**src/rtl/pstuq_pkg.sv**
```systemverilog
// ----------------------------------------------------------------------------
// pstuq_pkg: shared definitions for the prefix sum tree block
// Field widths, operation codes, controller states and the command/status
// structs passed between controller and datapath.
// ----------------------------------------------------------------------------
package pstuq_pkg;

    localparam int DEF_N   = 65536;  // default tree size
    localparam int OP_W    = 2;
    localparam int IDX_W   = 17;
    localparam int DATA_W  = 32;
    localparam int S_TDATA_W = 56;   // index + delta, padded to bytes
    localparam int M_TDATA_W = 32;

    localparam logic [OP_W-1:0] OP_ADD   = 2'd0;
    localparam logic [OP_W-1:0] OP_QUERY = 2'd1;
    localparam logic [OP_W-1:0] OP_CLEAR = 2'd2;

    typedef enum logic [2:0] {
        ST_INIT,   // clearing pass after reset
        ST_IDLE,
        ST_WALK,   // tree walk, one node per cycle
        ST_CLEAR,  // clear request sweep
        ST_DONE    // result waits for the output register
    } t_state;

    typedef struct packed {
        logic load;      // capture request and set up walk
        logic walk;      // advance walk
        logic clr_en;    // zero one entry
        logic out_load;  // move result into output register
    } t_cmd;

    typedef struct packed {
        logic in_clear;  // pending request is a clear
        logic walk_done;
        logic clr_last;
    } t_sts;

endpackage

```
**src/rtl/pstuq_ctrl.sv**
```systemverilog
// ----------------------------------------------------------------------------
// pstuq_ctrl: sequencing state machine
// Accepts one request at a time, runs the walk or the clear sweep, then
// hands the result to the output register.
// ----------------------------------------------------------------------------
module pstuq_ctrl (
    input  logic              i_clk,
    input  logic              i_rst_n,
    input  logic              i_in_valid,
    output logic              o_in_ready,
    input  logic              i_out_ready,
    output logic              o_out_valid,
    input  pstuq_pkg::t_sts   i_sts,
    output pstuq_pkg::t_cmd   o_cmd,
    output pstuq_pkg::t_state o_state
);

    pstuq_pkg::t_state r_state, n_state;
    logic              r_out_valid, n_out_valid;

    always_ff @(posedge i_clk) begin
        if (!i_rst_n) begin
            r_state     <= pstuq_pkg::ST_INIT;
            r_out_valid <= 1'b0;
        end else begin
            r_state     <= n_state;
            r_out_valid <= n_out_valid;
        end
    end

    always_comb begin
        n_state    = r_state;
        o_cmd      = '0;
        o_in_ready = 1'b0;
        unique case (r_state)
            pstuq_pkg::ST_INIT: begin
                o_cmd.clr_en = 1'b1;
                if (i_sts.clr_last) begin
                    n_state = pstuq_pkg::ST_IDLE;
                end
            end
            pstuq_pkg::ST_IDLE: begin
                o_in_ready = 1'b1;
                if (i_in_valid) begin
                    o_cmd.load = 1'b1;
                    n_state = i_sts.in_clear ? pstuq_pkg::ST_CLEAR : pstuq_pkg::ST_WALK;
                end
            end
            pstuq_pkg::ST_WALK: begin
                o_cmd.walk = 1'b1;
                if (i_sts.walk_done) begin
                    n_state = pstuq_pkg::ST_DONE;
                end
            end
            pstuq_pkg::ST_CLEAR: begin
                o_cmd.clr_en = 1'b1;
                if (i_sts.clr_last) begin
                    n_state = pstuq_pkg::ST_DONE;
                end
            end
            pstuq_pkg::ST_DONE: begin
                if (!r_out_valid || i_out_ready) begin
                    o_cmd.out_load = 1'b1;
                    n_state = pstuq_pkg::ST_IDLE;
                end
            end
            default: begin
                n_state = pstuq_pkg::ST_INIT;
            end
        endcase
    end

    assign n_out_valid = o_cmd.out_load | (r_out_valid & ~i_out_ready);
    assign o_out_valid = r_out_valid;
    assign o_state     = r_state;

endmodule

```
**config.mk**
```make
export PLATFORM = sky130hd
export DESIGN_NAME = pstuq_ctrl
export DESIGN_NICKNAME = d
export VERILOG_FILES = /design/src/rtl/pstuq_pkg.sv /design/src/rtl/pstuq_ctrl.sv
export SDC_FILE = /design/constraint.sdc
export NUM_CORES = 1
export LEC_CHECK = 0
export ABC_CLOCK_PERIOD_IN_PS = 2800
export BUFFER_PORTS_ARGS = -buffer_cell sky130_fd_sc_hd__buf_2
export CELL_PAD_IN_SITES_DETAIL_PLACEMENT = 0
export CELL_PAD_IN_SITES_GLOBAL_PLACEMENT = 1
export CORE_AREA = 3 3 40 42
export CTS_BUF_LIST = sky130_fd_sc_hd__clkbuf_4 sky130_fd_sc_hd__clkbuf_8
export DETAILED_ROUTE_END_ITERATION = 7
export DIE_AREA = 0 0 43 45
export GPL_ROUTABILITY_DRIVEN = 0
export PLACE_DENSITY_LB_ADDON = 0.1
export SLEW_MARGIN = 25
export SYNTH_ARGS = -nofsm -noshare
export SYNTH_HDL_FRONTEND = slang
export SYNTH_SLANG_ARGS = --single-unit
```
**constraint.sdc**
```tcl
create_clock -name i_clk -period 2.8 [get_ports i_clk]
set_input_delay 0.14 -clock i_clk [delete_from_list [all_inputs] [get_ports i_clk]]
set_output_delay 0.14 -clock i_clk [all_outputs]
set_load 0.005 [all_outputs]
```
==> flow_summary_export.csv <==
group,metric,value,unit
timing,timing.fmax,636.8,MHz
drt,vias_per_cell,4.571,
clock_tree,cts_root_buf,"clkbuf_4",
clock_tree,cts_made_buffers,3,
floorplanning,die_area,1935,sq um
layout,layoutNonFillerInstCount,63,
clock_tree,ctsHtreeMaxLevel,1,
clock_tree,clock_sinks,4,
drt,drc,0,
drt,wl_per_cell,11.54,um
logic_synthesis,ys_ff_latch,4,
timing,worst_pin_slew,0.3354,ns
clock_tree,path_clk_slew,0.04,ns
layout,nets,57,
timing,setup_tns,0,ns
drt,drt.antenna.violating_nets,0,
timing,skew,0.002635,ns
layout,fin_util,0.3096,
drt,drt_first_pass_iters,4,
power_and_ir_drop,ir_drop,100.2,uV
layout,n_antenna_cell,0,
global_route,grt.overflow.total,0,
floorplanning,dieWidth,43,um
floorplanning,core,1285,sq um
clock_tree,ctsLongestPathBuffers,2,
floorplanning,start_util,0.2337,
global_route,grt_max_degree,11,
setup_path,cp-end-kind,"output pin",
place,place_area,375.4,sq um
global_route,grt_pass1_wl,1.166,mm
timing,fin_crit_sh,0.5609,
setup_path,cp.required,2.66,ns
timing,finalHoldViolations,0,
power_and_ir_drop,power,0.0002092,W
layout,drive_above_1_share,0.4792,
logic_synthesis,syn_inst,32,
logic_synthesis,ys_warn_count,0,
floorplanning,io_pins,16,
clock_tree,hold_buffers,0,
drt,num_vias,288,
timing,finalSetupViolCount,0,
layout,final_area,397.9,sq um
timing,rsz0062_at_grt,"false",
place,port_buffers,15,
place,hpwl,566.3,um
place,dp_cells,60,
layout,register_area,80.08,sq um
drt,wl,727,um
setup_path,critPathArrivalTime,1.43,ns
layout,final_cell_mix,"15 x buf_2, 4 x nor2_1, 4 x dfxtp_1, 3 x inv_1, 3 x clkbuf_4",
clock_tree,cts_setup_buffers,0,
setup_path,startpoint_type,"register",
setup_path,cp_max_fo,7,
clock_tree,insertion_delay,0.24,ns
logic_synthesis,synth.distinct_cells,22,
job,cap_viol_max_count,0,
clock_tree,cts_tree,"done",
outcome,status,"complete, no violations",
clock_tree,postCtsResizedCells,0,
layout,multi_input_area,190.2,sq um
power_and_ir_drop,leakagePower,0.2006,nW
worst_hold_path,min_path_type,"in -> reg",
timing,report.final.slew_viol_count,0,
logic_synthesis,syn_avg_cell_area,9.384,sq um
timing,fin_crit,1.570,ns
floorplanning,die_h,45,um
logic_synthesis,syn_nets,39,
logic_synthesis,mappedNetlistArea,300.3,sq um
global_route,grt.total_usage,0.08160,
layout,fillCellCount,159,
logic_synthesis,yosysSeqAreaShare,0.2667,
drt,drt_iter0_drc,2,
timing,slew-limit-headroom,0.7761,
global_route,grt_antenna_before_repair,0,
layout,layout_commonest_cell,"buf_2",
power_and_ir_drop,powerDensity,525.8,nW/um^2
global_route,grt_pass1_vias,283,
setup_path,crit_type,"reg -> out",
layout,area_delta_synth_final,32.50,%
floorplanning,row_count,13,
[kinds of logic (layout without fill, tap and decap cells)]
kind of cell	Yosys count	after routing	share of synthesized area
mux	2	2	0.08332
flops	4	4	0.2667
buf+inv	5	21	0.1000
compound gates	8	8	0.2708
simple gates	12	12	0.2500
xor+xnor	1	1	0.02917
[through the flow]
stage | worst slack, ns | hold WS, ns
final | 1.230 | 0.1698
after floorplan | 1.435 | 0.2617
after detailed placement | 1.333 | 0.4144
after CTS | 1.199 | 0.1606
after global placement | 1.355 | 0.4230
after global routing | 1.170 | 0.1948
[state kept, by name, summed over array words and instances, names as in the netlist]
| name | cells |
|---|---|
| o_state | 3 |
| o_out_valid | 1 |
[cell type report]
| class | count | area share |
|---|---|---|
| Clock buffer | 3 | 0.05660 |
| Sequential cell | 4 | 0.2013 |
| Inverter | 3 | 0.02830 |
| Timing Repair Buffer | 15 | 0.1887 |
| Multi-Input combinational cell | 23 | 0.4780 |
| Tap cell | 15 | 0.04717 |
[metal layers]
layer / track usage / share of wire / vias up
met5: 0 / 0 / -
met4: 0.09036 / 0.019 / 0
met3: 0.003984 / 0.050 / 2
met2: 0.1317 / 0.49 / 12
met1: 0.09157 / 0.44 / 131
li1: - / - / 143
[critical path: stages, from the launching register on]
cell	delay, ns
dfxtp_1	0.44
or3b_4	0.44
and2b_2	0.21
buf_2	0.10
[worst paths after layout]
check	from	end	slack [ns]	cells after the start
worst min register to register	o_out_valid	o_out_valid	0.59	2
worst max-delay path	o_state[2]	o_cmd[0]	1.23	3
worst min-delay path	i_rst_n	o_state[2]	0.17	2
worst max register to register	o_state[1]	o_state[0]	1.34	3
[cell usage after synthesis]
cell type / count / area [sq um]
a21boi_0: 2 / 15.01
a21oi_1: 1 / 5.000
a2bb2o_4: 1 / 20.02
and2_1: 1 / 6.260
and2b_1: 1 / 7.510
and2b_2: 1 / 8.760
buf_4: 1 / 7.510
buf_6: 1 / 11.26
dfxtp_1: 4 / 80.08
inv_1: 3 / 11.26
mux2_4: 1 / 15.01
mux2i_1: 1 / 10.01
nand2b_1: 1 / 6.260
nor2_1: 4 / 15.01
nor3_1: 1 / 5.000
o211ai_1: 1 / 7.510
o221a_1: 1 / 11.26
o22ai_1: 1 / 6.260
o32ai_2: 1 / 16.27
or2b_1: 2 / 15.01
or3b_4: 1 / 11.26
xor2_1: 1 / 8.760
[power breakdown]
group	switching (W)	internal, W
clock	0.0000263	0.0000481
combinational	0.0000250	0.0000369
sequential	0.0000109	0.0000619
total	0.0000622	0.000147
Note: power is estimated with default switching activity, not from simulation.
